### config.mk
export PLATFORM = sky130hd
export DESIGN_NAME = trapezoid_motion_profile_top
export DESIGN_NICKNAME = d
export VERILOG_FILES = /design/src/rtl/tmprof_pkg.sv /design/src/rtl/tmprof_mul.sv /design/src/rtl/tmprof_datapath.sv /design/src/rtl/tmprof_sequencer.sv /design/src/rtl/trapezoid_motion_profile_top.sv
export SDC_FILE = /design/constraint.sdc
export NUM_CORES = 2
export LEC_CHECK = 0
export ABC_CLOCK_PERIOD_IN_PS = 11200
export BUFFER_PORTS_ARGS = -buffer_cell sky130_fd_sc_hd__clkbuf_2
export CORE_ASPECT_RATIO = 0.5
export CORE_MARGIN = 5
export CORE_UTILIZATION = 45
export DETAILED_ROUTE_END_ITERATION = 7
export SLEW_MARGIN = 10
export SYNTH_ARGS = -nofsm -noshare
export SYNTH_HDL_FRONTEND = slang
export SYNTH_HIERARCHICAL = 1
export SYNTH_SLANG_ARGS = --single-unit
### constraint.sdc
create_clock -name clk -period 11.2 [get_ports clk]
set_clock_uncertainty 0.05 [all_clocks]
set_input_delay 1.12 -clock clk [delete_from_list [all_inputs] [get_ports clk]]
set_output_delay 1.12 -clock clk [all_outputs]
set_load 0.02 [all_outputs]
### src/rtl/tmprof_pkg.sv
// Shared types, constants and control word layout for the trapezoid motion profile block.
package tmprof_pkg;

    localparam int DATA_WIDTH_DEF = 32;
    localparam int FRAC_BITS      = 16;
    localparam int TICK_W         = 24;
    localparam int CREEP_W        = 31;
    localparam int TOL_W          = 31;
    localparam int CFG_INDEX_W    = 2;
    localparam int CFG_DATA_W     = 32;

    localparam logic [TICK_W-1:0]  TICK_RESET  = 24'd16777;
    localparam logic [CREEP_W-1:0] CREEP_RESET = 31'd327680;
    localparam logic [TOL_W-1:0]   TOL_RESET   = 31'd8192;

    typedef enum logic [1:0] {
        CMD_TICK,
        CMD_START,
        CMD_CLEAR,
        CMD_NONE
    } cmd_t;

    typedef enum logic [1:0] {
        PH_IDLE,
        PH_ACCEL,
        PH_BRAKE,
        PH_DONE
    } phase_t;

    typedef enum logic [CFG_INDEX_W-1:0] {
        REG_TICK_SECONDS,
        REG_CREEP_SPEED,
        REG_FINISH_TOL
    } cfg_reg_t;

    typedef enum logic [3:0] {
        OP_NOP,
        OP_REM,
        OP_SAVE_DV,
        OP_SAVE_SQ,
        OP_DIFF,
        OP_BRAKE,
        OP_SPEED,
        OP_POS,
        OP_CMD
    } op_t;

    typedef enum logic [1:0] {
        SRC_ACCEL,
        SRC_SPEED,
        SRC_END,
        SRC_REM
    } asrc_t;

    typedef enum logic [1:0] {
        SRCB_TICK,
        SRCB_SPEED,
        SRCB_END,
        SRCB_AMIN
    } bsrc_t;

    typedef enum logic [1:0] {
        PART_LL,
        PART_LH,
        PART_HL,
        PART_HH
    } part_t;

    typedef struct packed {
        op_t   op;
        logic  mul_en;
        logic  mul_clr;
        asrc_t a_src;
        bsrc_t b_src;
        part_t part;
    } ctrl_t;

    typedef struct packed {
        logic not_tick;
        logic idle_phase;
        logic not_accel;
    } status_t;

    localparam ctrl_t CTRL_NOP = '{
        op:      OP_NOP,
        mul_en:  1'b0,
        mul_clr: 1'b0,
        a_src:   SRC_ACCEL,
        b_src:   SRCB_TICK,
        part:    PART_LL
    };

endpackage

### src/rtl/tmprof_mul.sv
// Shared half-width multiplier that accumulates four partial products into a full product.
module tmprof_mul #(
    parameter int DATA_WIDTH = tmprof_pkg::DATA_WIDTH_DEF
) (
    input  logic                      clk,
    input  logic                      en,
    input  logic                      clr,
    input  tmprof_pkg::part_t         part,
    input  logic [DATA_WIDTH-1:0]     a,
    input  logic [DATA_WIDTH-1:0]     b,
    output logic [2*DATA_WIDTH-1:0]   acc
);
    import tmprof_pkg::*;

    localparam int H    = (DATA_WIDTH + 1) / 2;
    localparam int PW   = 2 * DATA_WIDTH;
    localparam int SH_W = $clog2(PW + 1);
    localparam logic [SH_W-1:0] SH_ONE = SH_W'(H);
    localparam logic [SH_W-1:0] SH_TWO = SH_W'(2 * H);

    logic [H-1:0]    a_lo, a_hi, b_lo, b_hi;
    logic [H-1:0]    a_part, b_part;
    logic [SH_W-1:0] sh;
    logic [2*H-1:0]  pp;
    logic [PW-1:0]   shifted;
    logic [PW-1:0]   acc_reg, acc_next;

    always_comb
    begin
        a_lo = a[H-1:0];
        a_hi = H'(a >> H);
        b_lo = b[H-1:0];
        b_hi = H'(b >> H);
        case (part)
            PART_LL:
            begin
                a_part = a_lo;
                b_part = b_lo;
                sh     = '0;
            end
            PART_LH:
            begin
                a_part = a_lo;
                b_part = b_hi;
                sh     = SH_ONE;
            end
            PART_HL:
            begin
                a_part = a_hi;
                b_part = b_lo;
                sh     = SH_ONE;
            end
            default:
            begin
                a_part = a_hi;
                b_part = b_hi;
                sh     = SH_TWO;
            end
        endcase
        pp       = a_part * b_part;
        shifted  = PW'(pp) << sh;
        acc_next = (clr ? '0 : acc_reg) + shifted;
    end

    always_ff @(posedge clk)
    begin
        if (en)
        begin
            acc_reg <= acc_next;
        end
    end

    assign acc = acc_reg;

endmodule

### src/rtl/tmprof_datapath.sv
// Motion state, operand selection, update logic, configuration and result registers.
module tmprof_datapath #(
    parameter int DATA_WIDTH = tmprof_pkg::DATA_WIDTH_DEF
) (
    input  logic                                    clk,
    input  logic                                    rst_n,
    input  tmprof_pkg::ctrl_t                       ctrl,
    input  logic                                    accept,
    input  logic                                    emit,
    input  logic [1:0]                              command,
    input  logic signed [DATA_WIDTH-1:0]            move_distance,
    input  logic signed [DATA_WIDTH-1:0]            top_speed,
    input  logic signed [DATA_WIDTH-1:0]            final_speed,
    input  logic signed [DATA_WIDTH-1:0]            accel_rate,
    input  logic                                    cfg_write,
    input  logic [tmprof_pkg::CFG_INDEX_W-1:0]      cfg_index,
    input  logic [tmprof_pkg::CFG_DATA_W-1:0]       cfg_data,
    output tmprof_pkg::status_t                     status,
    output logic [1:0]                              phase,
    output logic signed [DATA_WIDTH-1:0]            speed_now,
    output logic signed [DATA_WIDTH-1:0]            position_now,
    output logic                                    done_res
);
    import tmprof_pkg::*;

    localparam int W  = DATA_WIDTH;
    localparam int PW = 2 * W;
    localparam int CW = ((W > 32) ? W : 32) + 2;

    localparam logic signed [W-1:0]  VMAX       = {1'b0, {(W-1){1'b1}}};
    localparam logic signed [W-1:0]  VMIN       = {1'b1, {(W-1){1'b0}}};
    localparam logic signed [CW-1:0] VMAX_W     = $signed({{(CW-W+1){1'b0}}, {(W-1){1'b1}}});
    localparam logic signed [CW-1:0] VMIN_W     = ~VMAX_W;
    localparam logic [W-1:0]         FRAC_ONE_U = W'(1) << FRAC_BITS;

    function automatic logic [W-1:0] mag_of(input logic signed [W-1:0] x);
        mag_of = x[W-1] ? ((~x) + W'(1)) : x;
    endfunction

    function automatic logic [W-1:0] sat_mag(input logic signed [W-1:0] x);
        sat_mag = (x == VMIN) ? VMAX : mag_of(x);
    endfunction

    function automatic logic signed [W-1:0] apply_sign(input logic [W-1:0] m, input logic neg);
        apply_sign = neg ? ((~m) + W'(1)) : m;
    endfunction

    function automatic logic signed [W-1:0] sat_wide(input logic signed [CW-1:0] x);
        if (x > VMAX_W)
        begin
            sat_wide = VMAX;
        end
        else if (x < VMIN_W)
        begin
            sat_wide = VMIN;
        end
        else
        begin
            sat_wide = x[W-1:0];
        end
    endfunction

    // motion state
    phase_t               phase_reg, phase_next;
    logic                 reverse_reg, reverse_next;
    logic signed [W-1:0]  speed_reg, speed_next;
    logic signed [W-1:0]  position_reg, position_next;
    logic [W-1:0]         target_reg, target_next;
    logic signed [W-1:0]  limit_reg, limit_next;
    logic signed [W-1:0]  end_reg, end_next;
    logic [W-1:0]         accel_reg, accel_next;

    // scratch
    logic [W-1:0]         dv_reg, dv_next;
    logic signed [W:0]    rem_reg, rem_next;
    logic [PW-1:0]        sq_reg, sq_next;

    // captured item
    cmd_t                 cmd_reg;
    logic signed [W-1:0]  dist_reg, top_reg, fin_reg, acc_in_reg;

    // configuration
    logic [TICK_W-1:0]    tick_reg;
    logic [CREEP_W-1:0]   creep_reg;
    logic [TOL_W-1:0]     tol_reg;

    // result
    phase_t               res_phase_reg;
    logic signed [W-1:0]  res_speed_reg, res_position_reg;
    logic                 res_done_reg;

    logic [W-1:0]         mul_a, mul_b;
    logic [PW-1:0]        acc;

    logic [W-1:0]         speed_mag, end_mag, dist_mag, top_mag, fin_mag, acc_mag;
    logic signed [W-1:0]  fin_clamp;
    logic signed [CW-1:0] creep_w, creep_s, rem_w, tol_w;
    logic signed [W-1:0]  creep_lim;
    logic                 brake;
    logic signed [W:0]    sp_e, lim_e, dv_e, up_e, dn_e;
    logic [W-1:0]         tt_mag;
    logic signed [W:0]    tt_e, pos_e;
    logic signed [CW-1:0] pos_w;

    always_comb
    begin
        speed_mag = mag_of(speed_reg);
        end_mag   = mag_of(end_reg);

        case (ctrl.a_src)
            SRC_ACCEL: mul_a = accel_reg;
            SRC_SPEED: mul_a = speed_mag;
            SRC_END:   mul_a = end_mag;
            default:   mul_a = rem_reg[W-1:0];
        endcase

        case (ctrl.b_src)
            SRCB_TICK:  mul_b = W'(tick_reg);
            SRCB_SPEED: mul_b = speed_mag;
            SRCB_END:   mul_b = end_mag;
            default:    mul_b = (accel_reg < FRAC_ONE_U) ? FRAC_ONE_U : accel_reg;
        endcase
    end

    tmprof_mul #(
        .DATA_WIDTH (DATA_WIDTH)
    ) u_mul (
        .clk  (clk),
        .en   (ctrl.mul_en),
        .clr  (ctrl.mul_clr),
        .part (ctrl.part),
        .a    (mul_a),
        .b    (mul_b),
        .acc  (acc)
    );

    always_comb
    begin
        dist_mag  = mag_of(dist_reg);
        fin_clamp = (fin_reg > top_reg) ? top_reg : fin_reg;
        top_mag   = sat_mag(top_reg);
        fin_mag   = sat_mag(fin_clamp);
        acc_mag   = sat_mag(acc_in_reg);

        creep_w   = CW'(creep_reg);
        creep_s   = reverse_reg ? -creep_w : creep_w;
        creep_lim = sat_wide(creep_s);
        brake     = rem_reg[W] || ({acc[PW-2:0], 1'b0} < sq_reg);

        sp_e  = {speed_reg[W-1], speed_reg};
        lim_e = {limit_reg[W-1], limit_reg};
        dv_e  = $signed({1'b0, dv_reg});
        up_e  = sp_e + dv_e;
        dn_e  = sp_e - dv_e;

        tt_mag = acc[TICK_W +: W];
        tt_e   = speed_reg[W-1] ? -$signed({1'b0, tt_mag}) : $signed({1'b0, tt_mag});
        pos_e  = {position_reg[W-1], position_reg} + tt_e;
        pos_w  = CW'(pos_e);

        rem_w = CW'(rem_reg);
        tol_w = CW'(tol_reg);
    end

    always_comb
    begin
        phase_next    = phase_reg;
        reverse_next  = reverse_reg;
        speed_next    = speed_reg;
        position_next = position_reg;
        target_next   = target_reg;
        limit_next    = limit_reg;
        end_next      = end_reg;
        accel_next    = accel_reg;
        dv_next       = dv_reg;
        rem_next      = rem_reg;
        sq_next       = sq_reg;

        case (ctrl.op)
            OP_REM:
            begin
                rem_next = $signed({1'b0, target_reg}) - $signed({1'b0, mag_of(position_reg)});
            end
            OP_SAVE_DV:
            begin
                dv_next = acc[TICK_W +: W];
            end
            OP_SAVE_SQ:
            begin
                sq_next = acc;
            end
            OP_DIFF:
            begin
                sq_next = (sq_reg >= acc) ? (sq_reg - acc) : (acc - sq_reg);
            end
            OP_BRAKE:
            begin
                if (brake)
                begin
                    phase_next = PH_BRAKE;
                    limit_next = (end_reg == '0) ? creep_lim : end_reg;
                end
            end
            OP_SPEED:
            begin
                if (speed_reg < limit_reg)
                begin
                    speed_next = (up_e > lim_e) ? limit_reg : up_e[W-1:0];
                end
                else if (speed_reg > limit_reg)
                begin
                    speed_next = (dn_e < lim_e) ? limit_reg : dn_e[W-1:0];
                end
            end
            OP_POS:
            begin
                position_next = sat_wide(pos_w);
                if (rem_w < tol_w)
                begin
                    phase_next = PH_DONE;
                    limit_next = end_reg;
                end
            end
            OP_CMD:
            begin
                case (cmd_reg)
                    CMD_START:
                    begin
                        reverse_next = dist_reg[W-1];
                        if (dist_mag < FRAC_ONE_U)
                        begin
                            phase_next = PH_DONE;
                        end
                        else
                        begin
                            target_next   = dist_mag;
                            position_next = '0;
                            limit_next    = apply_sign(top_mag, dist_reg[W-1]);
                            end_next      = apply_sign(fin_mag, dist_reg[W-1]);
                            accel_next    = acc_mag;
                            phase_next    = PH_ACCEL;
                        end
                    end
                    CMD_CLEAR:
                    begin
                        phase_next    = PH_IDLE;
                        reverse_next  = 1'b0;
                        speed_next    = '0;
                        position_next = '0;
                        target_next   = '0;
                        limit_next    = '0;
                        end_next      = '0;
                        accel_next    = '0;
                    end
                    default:
                    begin
                        phase_next = phase_reg;
                    end
                endcase
            end
            default:
            begin
                phase_next = phase_reg;
            end
        endcase
    end

    always_ff @(posedge clk or negedge rst_n)
    begin
        if (!rst_n)
        begin
            phase_reg    <= PH_IDLE;
            reverse_reg  <= 1'b0;
            speed_reg    <= '0;
            position_reg <= '0;
            target_reg   <= '0;
            limit_reg    <= '0;
            end_reg      <= '0;
            accel_reg    <= '0;
            tick_reg     <= TICK_RESET;
            creep_reg    <= CREEP_RESET;
            tol_reg      <= TOL_RESET;
        end
        else
        begin
            phase_reg    <= phase_next;
            reverse_reg  <= reverse_next;
            speed_reg    <= speed_next;
            position_reg <= position_next;
            target_reg   <= target_next;
            limit_reg    <= limit_next;
            end_reg      <= end_next;
            accel_reg    <= accel_next;
            if (cfg_write)
            begin
                case (cfg_reg_t'(cfg_index))
                    REG_TICK_SECONDS: tick_reg  <= cfg_data[TICK_W-1:0];
                    REG_CREEP_SPEED:  creep_reg <= cfg_data[CREEP_W-1:0];
                    REG_FINISH_TOL:   tol_reg   <= cfg_data[TOL_W-1:0];
                    default:          tick_reg  <= tick_reg;
                endcase
            end
        end
    end

    always_ff @(posedge clk)
    begin
        dv_reg  <= dv_next;
        rem_reg <= rem_next;
        sq_reg  <= sq_next;
        if (accept)
        begin
            cmd_reg    <= cmd_t'(command);
            dist_reg   <= move_distance;
            top_reg    <= top_speed;
            fin_reg    <= final_speed;
            acc_in_reg <= accel_rate;
        end
        if (emit)
        begin
            res_phase_reg    <= phase_reg;
            res_speed_reg    <= speed_reg;
            res_position_reg <= position_reg;
            res_done_reg     <= (phase_reg == PH_DONE);
        end
    end

    assign status.not_tick   = (cmd_reg != CMD_TICK);
    assign status.idle_phase = (phase_reg == PH_IDLE) || (phase_reg == PH_DONE);
    assign status.not_accel  = (phase_reg != PH_ACCEL);

    assign phase        = res_phase_reg;
    assign speed_now    = res_speed_reg;
    assign position_now = res_position_reg;
    assign done_res     = res_done_reg;

endmodule

### src/rtl/tmprof_sequencer.sv
// Microcode table, step counter, jump logic and the item and result handshakes.
module tmprof_sequencer (
    input  logic                 clk,
    input  logic                 rst_n,
    input  logic                 item_valid,
    output logic                 item_ready,
    output logic                 result_valid,
    input  logic                 result_ready,
    input  tmprof_pkg::status_t  status,
    output tmprof_pkg::ctrl_t    ctrl,
    output logic                 accept,
    output logic                 emit
);
    import tmprof_pkg::*;

    localparam int PC_W = 5;

    typedef enum logic [2:0] {
        COND_NEVER,
        COND_ALWAYS,
        COND_NOT_TICK,
        COND_IDLE_PHASE,
        COND_NOT_ACCEL
    } cond_t;

    typedef struct packed {
        ctrl_t            ctrl;
        cond_t            cond;
        logic [PC_W-1:0]  target;
        logic             last;
    } uword_t;

    typedef enum logic {
        SEQ_IDLE,
        SEQ_RUN
    } seq_state_t;

    localparam logic [PC_W-1:0] ST_DISPATCH = 5'd0;
    localparam logic [PC_W-1:0] ST_SPEED    = 5'd18;
    localparam logic [PC_W-1:0] ST_OTHER    = 5'd24;
    localparam logic [PC_W-1:0] ST_EMIT     = 5'd25;

    function automatic uword_t mk(input op_t op, input logic me, input logic mc,
                                  input asrc_t a, input bsrc_t b, input part_t p,
                                  input cond_t c, input logic [PC_W-1:0] t,
                                  input logic last);
        mk = '{ctrl: '{op: op, mul_en: me, mul_clr: mc, a_src: a, b_src: b, part: p},
               cond: c, target: t, last: last};
    endfunction

    function automatic uword_t rom(input logic [PC_W-1:0] pc);
        case (pc)
            5'd0:  rom = mk(OP_REM, 1'b0, 1'b0, SRC_ACCEL, SRCB_TICK, PART_LL,
                            COND_NOT_TICK, ST_OTHER, 1'b0);
            5'd1:  rom = mk(OP_NOP, 1'b1, 1'b1, SRC_ACCEL, SRCB_TICK, PART_LL,
                            COND_IDLE_PHASE, ST_EMIT, 1'b0);
            5'd2:  rom = mk(OP_NOP, 1'b1, 1'b0, SRC_ACCEL, SRCB_TICK, PART_LH,
                            COND_NEVER, ST_DISPATCH, 1'b0);
            5'd3:  rom = mk(OP_NOP, 1'b1, 1'b0, SRC_ACCEL, SRCB_TICK, PART_HL,
                            COND_NEVER, ST_DISPATCH, 1'b0);
            5'd4:  rom = mk(OP_NOP, 1'b1, 1'b0, SRC_ACCEL, SRCB_TICK, PART_HH,
                            COND_NEVER, ST_DISPATCH, 1'b0);
            5'd5:  rom = mk(OP_SAVE_DV, 1'b1, 1'b1, SRC_SPEED, SRCB_SPEED, PART_LL,
                            COND_NOT_ACCEL, ST_SPEED, 1'b0);
            5'd6:  rom = mk(OP_NOP, 1'b1, 1'b0, SRC_SPEED, SRCB_SPEED, PART_LH,
                            COND_NEVER, ST_DISPATCH, 1'b0);
            5'd7:  rom = mk(OP_NOP, 1'b1, 1'b0, SRC_SPEED, SRCB_SPEED, PART_HL,
                            COND_NEVER, ST_DISPATCH, 1'b0);
            5'd8:  rom = mk(OP_NOP, 1'b1, 1'b0, SRC_SPEED, SRCB_SPEED, PART_HH,
                            COND_NEVER, ST_DISPATCH, 1'b0);
            5'd9:  rom = mk(OP_SAVE_SQ, 1'b1, 1'b1, SRC_END, SRCB_END, PART_LL,
                            COND_NEVER, ST_DISPATCH, 1'b0);
            5'd10: rom = mk(OP_NOP, 1'b1, 1'b0, SRC_END, SRCB_END, PART_LH,
                            COND_NEVER, ST_DISPATCH, 1'b0);
            5'd11: rom = mk(OP_NOP, 1'b1, 1'b0, SRC_END, SRCB_END, PART_HL,
                            COND_NEVER, ST_DISPATCH, 1'b0);
            5'd12: rom = mk(OP_NOP, 1'b1, 1'b0, SRC_END, SRCB_END, PART_HH,
                            COND_NEVER, ST_DISPATCH, 1'b0);
            5'd13: rom = mk(OP_DIFF, 1'b1, 1'b1, SRC_REM, SRCB_AMIN, PART_LL,
                            COND_NEVER, ST_DISPATCH, 1'b0);
            5'd14: rom = mk(OP_NOP, 1'b1, 1'b0, SRC_REM, SRCB_AMIN, PART_LH,
                            COND_NEVER, ST_DISPATCH, 1'b0);
            5'd15: rom = mk(OP_NOP, 1'b1, 1'b0, SRC_REM, SRCB_AMIN, PART_HL,
                            COND_NEVER, ST_DISPATCH, 1'b0);
            5'd16: rom = mk(OP_NOP, 1'b1, 1'b0, SRC_REM, SRCB_AMIN, PART_HH,
                            COND_NEVER, ST_DISPATCH, 1'b0);
            5'd17: rom = mk(OP_BRAKE, 1'b0, 1'b0, SRC_ACCEL, SRCB_TICK, PART_LL,
                            COND_NEVER, ST_DISPATCH, 1'b0);
            5'd18: rom = mk(OP_SPEED, 1'b0, 1'b0, SRC_ACCEL, SRCB_TICK, PART_LL,
                            COND_NEVER, ST_DISPATCH, 1'b0);
            5'd19: rom = mk(OP_NOP, 1'b1, 1'b1, SRC_SPEED, SRCB_TICK, PART_LL,
                            COND_NEVER, ST_DISPATCH, 1'b0);
            5'd20: rom = mk(OP_NOP, 1'b1, 1'b0, SRC_SPEED, SRCB_TICK, PART_LH,
                            COND_NEVER, ST_DISPATCH, 1'b0);
            5'd21: rom = mk(OP_NOP, 1'b1, 1'b0, SRC_SPEED, SRCB_TICK, PART_HL,
                            COND_NEVER, ST_DISPATCH, 1'b0);
            5'd22: rom = mk(OP_NOP, 1'b1, 1'b0, SRC_SPEED, SRCB_TICK, PART_HH,
                            COND_NEVER, ST_DISPATCH, 1'b0);
            5'd23: rom = mk(OP_POS, 1'b0, 1'b0, SRC_ACCEL, SRCB_TICK, PART_LL,
                            COND_ALWAYS, ST_EMIT, 1'b0);
            5'd24: rom = mk(OP_CMD, 1'b0, 1'b0, SRC_ACCEL, SRCB_TICK, PART_LL,
                            COND_NEVER, ST_DISPATCH, 1'b0);
            default: rom = mk(OP_NOP, 1'b0, 1'b0, SRC_ACCEL, SRCB_TICK, PART_LL,
                              COND_NEVER, ST_DISPATCH, 1'b1);
        endcase
    endfunction

    seq_state_t       state_reg, state_next;
    logic [PC_W-1:0]  pc_reg, pc_next;
    logic             result_valid_reg, result_valid_next;
    uword_t           uword;
    logic             jump;
    logic             out_free;

    always_comb
    begin
        uword    = rom(pc_reg);
        out_free = !result_valid_reg || result_ready;
        case (uword.cond)
            COND_ALWAYS:     jump = 1'b1;
            COND_NOT_TICK:   jump = status.not_tick;
            COND_IDLE_PHASE: jump = status.idle_phase;
            COND_NOT_ACCEL:  jump = status.not_accel;
            default:         jump = 1'b0;
        endcase

        state_next = state_reg;
        pc_next    = pc_reg;
        emit       = 1'b0;
        accept     = 1'b0;
        ctrl       = CTRL_NOP;

        case (state_reg)
            SEQ_RUN:
            begin
                ctrl = uword.ctrl;
                if (uword.last)
                begin
                    if (out_free)
                    begin
                        emit       = 1'b1;
                        state_next = SEQ_IDLE;
                    end
                end
                else
                begin
                    pc_next = jump ? uword.target : (pc_reg + PC_W'(1));
                end
            end
            default:
            begin
                if (item_valid)
                begin
                    accept     = 1'b1;
                    state_next = SEQ_RUN;
                    pc_next    = ST_DISPATCH;
                end
            end
        endcase

        result_valid_next = emit ? 1'b1 : (result_ready ? 1'b0 : result_valid_reg);
    end

    always_ff @(posedge clk or negedge rst_n)
    begin
        if (!rst_n)
        begin
            state_reg        <= SEQ_IDLE;
            pc_reg           <= ST_DISPATCH;
            result_valid_reg <= 1'b0;
        end
        else
        begin
            state_reg        <= state_next;
            pc_reg           <= pc_next;
            result_valid_reg <= result_valid_next;
        end
    end

    assign item_ready   = (state_reg == SEQ_IDLE);
    assign result_valid = result_valid_reg;

endmodule

### src/rtl/trapezoid_motion_profile_top.sv
// Top level of the trapezoid motion profile generator.
// A tick while accelerating runs the whole microcode program, a tick while braking skips
// the braking test, and a tick while idle or complete, a start, a clear or a no-op skips the products.
// The next item is taken in the cycle after the result is loaded. The microcode
// program runs every product as four half-width partial products.
// Reset returns the motion state to idle and the configuration registers to defaults.
module trapezoid_motion_profile_top #(
    parameter int DATA_WIDTH = tmprof_pkg::DATA_WIDTH_DEF
) (
    input  logic                                clk,
    input  logic                                rst_n,
    input  logic                                item_valid,
    output logic                                item_ready,
    input  logic [1:0]                          command,
    input  logic signed [DATA_WIDTH-1:0]        move_distance,
    input  logic signed [DATA_WIDTH-1:0]        top_speed,
    input  logic signed [DATA_WIDTH-1:0]        final_speed,
    input  logic signed [DATA_WIDTH-1:0]        accel_rate,
    output logic                                result_valid,
    input  logic                                result_ready,
    output logic [1:0]                          phase,
    output logic signed [DATA_WIDTH-1:0]        speed_now,
    output logic signed [DATA_WIDTH-1:0]        position_now,
    output logic                                done_res,
    input  logic                                cfg_valid,
    output logic                                cfg_ready,
    input  logic [tmprof_pkg::CFG_INDEX_W-1:0]  cfg_index,
    input  logic [tmprof_pkg::CFG_DATA_W-1:0]   cfg_data
);
    import tmprof_pkg::*;

    ctrl_t   ctrl;
    status_t status;
    logic    accept;
    logic    emit;

    assign cfg_ready = 1'b1;

    tmprof_sequencer u_seq (
        .clk          (clk),
        .rst_n        (rst_n),
        .item_valid   (item_valid),
        .item_ready   (item_ready),
        .result_valid (result_valid),
        .result_ready (result_ready),
        .status       (status),
        .ctrl         (ctrl),
        .accept       (accept),
        .emit         (emit)
    );

    tmprof_datapath #(
        .DATA_WIDTH (DATA_WIDTH)
    ) u_dp (
        .clk           (clk),
        .rst_n         (rst_n),
        .ctrl          (ctrl),
        .accept        (accept),
        .emit          (emit),
        .command       (command),
        .move_distance (move_distance),
        .top_speed     (top_speed),
        .final_speed   (final_speed),
        .accel_rate    (accel_rate),
        .cfg_write     (cfg_valid && cfg_ready),
        .cfg_index     (cfg_index),
        .cfg_data      (cfg_data),
        .status        (status),
        .phase         (phase),
        .speed_now     (speed_now),
        .position_now  (position_now),
        .done_res      (done_res)
    );

endmodule
== Word level (Yosys, flattened, before mapping) ==
Memories as Yosys holds them, arrays and structs flattened.
Index checks and enable logic that the tools add are counted.
W data, S select, Z words.

* Register bits after elaboration: 678
* Memory bits (read-only): 640
* Input port bits: 169
* Output and inout bits: 70
* Word-level logic and storage cells: 210
* Memories kept: 1

* $add $sub $neg: 19
* Multiply operators: 1
* $lt $le $gt $ge: 14
* Equality and inequality tests: 35
* Shifts and indexed selects: 1
* Multiplexer cells: 71
* Bitwise operators: 10
* Reductions and logical operators: 31

{| class="wikitable"
|+ Memories
! name !! depth !! width !! rd ports !! clocked after memory_dff !! write ports !! RTL line !! text
|-
| (name not given) || 32 || 20 || 1 || 0 || 0 || tmprof_sequencer.sv:52 || <nowiki>case (pc)</nowiki>
|}

{| class="wikitable"
|+ Operators with widths
! kind !! number
|-
| $mux W32 || 31
|-
| $pmux W32 S2 || 7
|-
| $not A32 Y32 || 9
|-
| $pmux W32 S3 || 3
|-
| $add A32 B2 Y32 const B || 7
|-
| $mux W64 || 2
|-
| $pmux W64 S2 || 1
|-
| $sub A64 B64 Y64 || 2
|-
| $eq A32 B32 Y1 const B || 3
|-
| $lt A33 B32 Y1 || 2
|-
| $add A32 B1 Y32 const B || 2
|-
| $add A64 B64 Y64 || 1
|-
| $ge A64 B64 Y1 || 1
|-
| $gt A32 B32 Y1 || 2
|-
| $lt A32 B17 Y1 const B || 2
|-
| $lt A64 B64 Y1 || 1
|-
| $shl A32 B7 Y64 || 1
|-
| $gt A34 B32 Y1 const B || 1
|-
| $lt A34 B32 Y1 const B || 1
|-
| $mux W34 || 1
|-
| $neg A31 Y34 || 1
|-
| $add A32 B33 Y33 || 1
|-
| $add A33 B33 Y33 || 1
|-
| $gt A33 B32 Y1 || 1
|-
| other kinds (44) || 98
|}

== Longest topological paths before layout ==
* Depth after elaboration: 11
* Gate-level depth with buffers: 49
* Mapped depth without buffers: 46

== Modules after synthesis ==
Netlist, hierarchy kept.

{| class="wikitable"
|+ Modules (own cells, without submodules)
! module !! times used !! cells an instance !! area each (um^2) !! seq. area each (um^2)
|-
| tmprof_datapath || 1 || 5838 || 51680.8 || 16831.1
|-
| tmprof_mul || 1 || 1852 || 15516.1 || 1921.8
|-
| tmprof_sequencer || 1 || 117 || 929.6 || 175.2
|-
| trapezoid_motion_profile_top || 1 || 2 || 11.3 || 0.0
|}

== Least setup slack after synthesis ==
OpenSTA, ideal clock, no wires.

* Path type: register to register
* From: register u_dp.speed_reg[7]
* To: register u_dp.u_mul.acc_reg[60], in the netlist u_dp/u_mul/acc[60], data pin
* Setup time: 0.264 ns
* Data arrival time: 10.726 ns
* Data required time: 10.886 ns
* Slack: 0.160 ns
* Stages on the path, launching flop included: 40
* Path buffers: 1
* Clock period less this slack: 11.040 ns
* Cell sequence: dfrtp_1 -> or4_1 -> or4_1 -> nand2b_1 -> or4_1 -> o41ai_1 -> xnor2_1 -> mux4_2 -> mux2i_1 -> nor2_1 -> fa_1 -> inv_1 -> fa_1 -> fa_1 -> inv_1 -> fa_1 -> fa_1 -> inv_1 -> [4 not listed] -> a211oi_2 -> o21ai_1 -> a21o_1 -> o21ai_2 -> a31oi_2 -> or4b_4 -> o2111a_1 -> ha_1 -> clkbuf_1 -> a21o_1 -> o21bai_1 -> a21oi_1 -> nor3_1 -> or3_1 -> a21oi_1 -> o21ai_0 -> a221oi_1 -> xnor2_1

* Word-level cells in the longest chain between the ends: 8
* Elaborated cells between the ends (all ways): 10
* Those cells by class: add/sub: 2; mul: 1; shift: 1; mux: 5; bitwise: 1

{| class="wikitable"
|+ RTL lines
! element !! RTL line !! text
|-
| start, declared || tmprof_datapath.sv:66 || <nowiki>logic signed [W-1:0] speed_reg, speed_next;</nowiki>
|-
| start signal, assigned || tmprof_datapath.sv:288 || <nowiki>speed_reg <= speed_next;</nowiki>
|-
| $not A32 Y32 || tmprof_datapath.sv:37 || <nowiki>mag_of = x[W-1] ? ((~x) + W'(1)) : x;</nowiki>
|-
| $add A32 B2 Y32 || tmprof_datapath.sv:37 ||
|-
| $mux W32 || tmprof_datapath.sv:37 ||
|-
| $pmux W32 S3 || tmprof_datapath.sv:110 || <nowiki>case (ctrl.a_src)</nowiki>
|-
| named net u_dp.mul_a[25] || tmprof_datapath.sv:92 || <nowiki>logic [W-1:0] mul_a, mul_b;</nowiki>
|-
| $mux W16 || tmprof_mul.sv:34 || <nowiki>case (part)</nowiki>
|-
| $mul A16 B16 Y32 || tmprof_mul.sv:60 || <nowiki>pp = a_part * b_part;</nowiki>
|-
| $shl A32 B7 Y64 || tmprof_mul.sv:61 || <nowiki>shifted = PW'(pp) << sh;</nowiki>
|-
| $add A64 B64 Y64 || tmprof_mul.sv:62 || <nowiki>acc_next = (clr ? '0 : acc_reg) + shifted;</nowiki>
|-
| named net u_dp.u_mul.acc_next[60] || tmprof_mul.sv:26 || <nowiki>logic [PW-1:0] acc_reg, acc_next;</nowiki>
|-
| end signal, assigned || tmprof_mul.sv:69 || <nowiki>acc_reg <= acc_next;</nowiki>
|-
| end, declared || tmprof_mul.sv:26 ||
|}

The timed path passes the listed nets, and every way through them passes these cells.
A chain may end at the register's enable or synchronous reset.

== Worst setup path after layout ==
* From: register u_dp.speed_reg[6]
* To: register u_dp.u_mul.acc_reg[60], in the netlist u_dp/u_mul/acc[60], data pin

Same word-level chain as after synthesis.

==> summary.txt <==
Clocking
  – H-tree Lvls: 3
  – Clock root buffer: clkbuf_16
  – Clock latency on the worst-skew pair: 0.71 ns
  – # hold bufs at CTS: 0
  – Clk buf depth: 3
  – CTS clk-pin slew, worst paths: 0.07 ns
  – Clock Sinks: 678
  – CTS tree: built
  – Total CTS buffers: 73

Synth
  – Post-synth net total: 8850
  – Area contributors post-synth: edfxtp_1, ha_1, dfrtp_1
  – Ys Warns: 6
  – Post-synth EDFFs: 390
  – Sequential area share after synthesis: 0.278
  – Main synth FF type: edfxtp_1
  – Yosys reg bits: 678
  – Post-synth top area share: 0.172
  – Ys async rst share: 0.425
  – Synth cell types: 111
  – Syn Inst Count: 7809
  – Leading area contributor after synthesis: edfxtp_1
  – Syn Area/Cell: 8.73 sq um
  – Post-Syn Area: 68100 sq um

STA
  – Worst slew margin: 0.167
  – Hold WS: 0.429 ns
  – RSZ-0062 raised after global routing: true
  – Final setup margin: -0.00520 ns
  – Final Hold Fails: 0
  – Slew @ Worst Pin: 1.24 ns
  – Slew Limit Fails: 0
  – Tcrit/Tclk final: 1.00
  – Fin Setup TNS: -0.00520 ns
  – Final min period: 11.21 ns
  – Setup violations, final: 1
  – Peak Freq: 0.0892 GHz

Drt
  – Avg WL per Cell: 23.9 um
  – Detail Route Antenna Nets: 0
  – TritonRoute pass-1 iters: 8
  – Total number of vias: 62100
  – Overall routed net length: 249000 um
  – Residual DRC count: 1
  – 1st-iter DRT viols: 6314
  – Post-DR vias/cell: 5.98

Setup path
  – FF-to-FF setup slack: -0.005 ns
  – Setup CP Type: register to register
  – Most common cell on crit path: fa_1
  – CP Data Required Time: 11.59 ns
  – Worst reg2reg path startpoint: u_dp/speed_reg[6]$_DFFE_PN0P_
  – CP endpoint kind: register
  – Startpoint Class: register
  – Reg2Reg Depth: 41
  – Critical Path Fanout Max: 5
  – CP arrival: 11.59 ns
  – Slowest cell on the critical path: or4_4
  – RR Endpoint: u_dp/u_mul/acc[60]$_DFFE_PP_
  – Highest cell delay on the worst timing path: 0.57 ns

Layout
  – Multi-input combinational cell area: 46500 sq um
  – Final instance area: 78700 sq um
  – Layout cell share with drive strength beyond 1: 0.166
  – Seq. cell area: 18900 sq um
  – # nets final: 9378
  – Filler cell count: 14100
  – P&R area growth vs syn: 15.5%

Placed design
  – Post-DP Area: 74600 sq um
  – DPL Wire Length: 198000 um
  – Setup WS pre-CTS: -0.458 ns
  – Placer Congestion: 1.00
  – # port buffers: 236

Outcome
  – Status: finished, violations left
  – Failing checks: design-rule violations, negative setup slack

Global route
  – Antenna violations before repair: 4
  – GRT busiest layer: met2
  – Global routing met3 resource utilization: 0.0568
  – Grt total ovfl: 0
  – First-pass GRT wire length: 371000 um
  – Grt met2 use: 0.460
  – GRT met1 Usage: 0.429
  – Pin count of the biggest net entering global routing: 126
  – Total GRT Usage: 0.300
  – Vias in the first global route: 58800

Job
  – MaxCap Viol Count: 0

Floorplanning
  – Initial Util: 0.455
  – Core ar.: 150000 sq um
  – Row Count: 100
  – # IOs: 239
  – Die area: 160000 sq um
  – Die height: 285 um
  – Die X: 560 um

Min path
  – Worst hold stages: 2
  – Hold Path End: u_dp/target_reg[0]$_DFFE_PN0P_
  – Hold Crit Class: register to register
  – Worst Hold Launch: u_dp/target_reg[0]$_DFFE_PN0P_
-- per-stage QoR --
| stage | instances | util |
|---|---|---|
| floorplan | 7809 | - |
| global placement | 10200 | 0.498 |
| detailed placement | 10200 | 0.498 |
| CTS | 10400 | 0.519 |
| global route | 10400 | 0.526 |
| finish | 10400 | 0.526 |
-- routing by layer --
layer / up-vias / part of all wire / wire (um)
met3: 412 / 0.079 / 19600
li1: 29200 / - / -
met5: - / 0.000052 / 13
met1: 30100 / 0.46 / 113000
met2: 2395 / 0.43 / 107000
met4: 2 / 0.035 / 8670
-- cell usage after synthesis, types with 29 or more instances --
cell	n
a211oi_1	68
a21boi_0	29
a21o_1	213
a21oi_1	652
a221o_1	35
a221oi_1	32
a31oi_1	48
and2_1	37
and3_1	31
buf_2	29
clkbuf_1	270
dfrtp_1	280
edfxtp_1	390
fa_1	201
ha_1	671
inv_1	652
mux2_2	146
mux2i_1	85
mux4_2	35
nand2_1	723
nand2b_1	67
nand3_1	128
nand4_1	125
nor2_1	546
nor2b_1	125
nor3_1	110
nor4_1	56
o211ai_1	31
o21a_1	71
o21ai_0	572
o21bai_1	102
o22ai_1	32
o31ai_1	132
o41ai_1	39
or3_1	60
or4_1	43
xnor2_1	354
xor2_1	188
-- cells in the final DEF, fill, tap and decap left out, types with 127 or more instances in the layout --
cell and n:
nand2_1 716, ha_1 650, inv_1 642, a21oi_1 622
o21ai_0 552, buf_4 540, nor2_1 525, edfxtp_1 390
xnor2_1 341, dfrtp_1 279, clkbuf_2 235, a21o_1 211
fa_1 200, xor2_1 186, mux2_2 141, o31ai_1 128
nand3_1 127
-- critical path: cells and delay by family, from the launching register on --
kind / cells / cell delay, ns
compound gates: 14 / 2.73
flops: 1 / 0.38
fa+ha+maj: 8 / 3.59
mux: 2 / 0.89
buf+inv: 7 / 0.69
xor+xnor: 2 / 0.30
simple gates: 8 / 2.33
-- timing repair --
action / 4_1_cts / 5_1_grt
endpoints found under the setup margin: 31 / 35
gates resized for setup: 64 / 177
hold endpoints to repair: 0 / 0
pin swaps: 30 / 92
setup buffers: 8 / 33
gates cloned: 0 / 1
-- worst max-delay path by stage --
stage	from	endpoint	slack, ns
global placement	u_dp/speed_reg[7]$_DFFE_PN0P_	u_dp/u_mul/acc[55]$_DFFE_PP_	-0.50
CTS	u_dp/end_reg[14]$_DFFE_PN0P_	u_dp/u_mul/acc[58]$_DFFE_PP_	0.0008
detailed placement	u_dp/speed_reg[7]$_DFFE_PN0P_	u_dp/u_mul/acc[55]$_DFFE_PP_	-0.46
global route	u_dp/speed_reg[6]$_DFFE_PN0P_	u_dp/u_mul/acc[60]$_DFFE_PP_	-0.35
finish	u_dp/speed_reg[6]$_DFFE_PN0P_	u_dp/u_mul/acc[60]$_DFFE_PP_	-0.005
floorplan	u_dp/speed_reg[7]$_DFFE_PN0P_	u_dp/u_mul/acc[60]$_DFFE_PP_	0.16
-- area by class of cell --
cell class	instances	share of cell area
Antenna cell	2	0.0000636
Clock buffer	90	0.0257
Clock inverter	46	0.00828
Inverter	659	0.0315
Multi-Input combinational cell	6125	0.591
Sequential cell	678	0.240
Tap cell	1989	0.0316
Timing Repair Buffer	800	0.0713
-- kinds of logic after synthesis --
family,synth area share
other,0.0000550
AND/OR/NAND/NOR,0.150
multiplexers,0.0488
XOR/XNOR,0.0697
adder cells (fa/ha/maj),0.182
flip-flops,0.278
AO/OA/AOI/OAI,0.214
buffers and inverters,0.0577
Power is left out: the tool's default activity adds up to more than one toggle a clock period on the data nets, which glitch-free logic cannot reach.
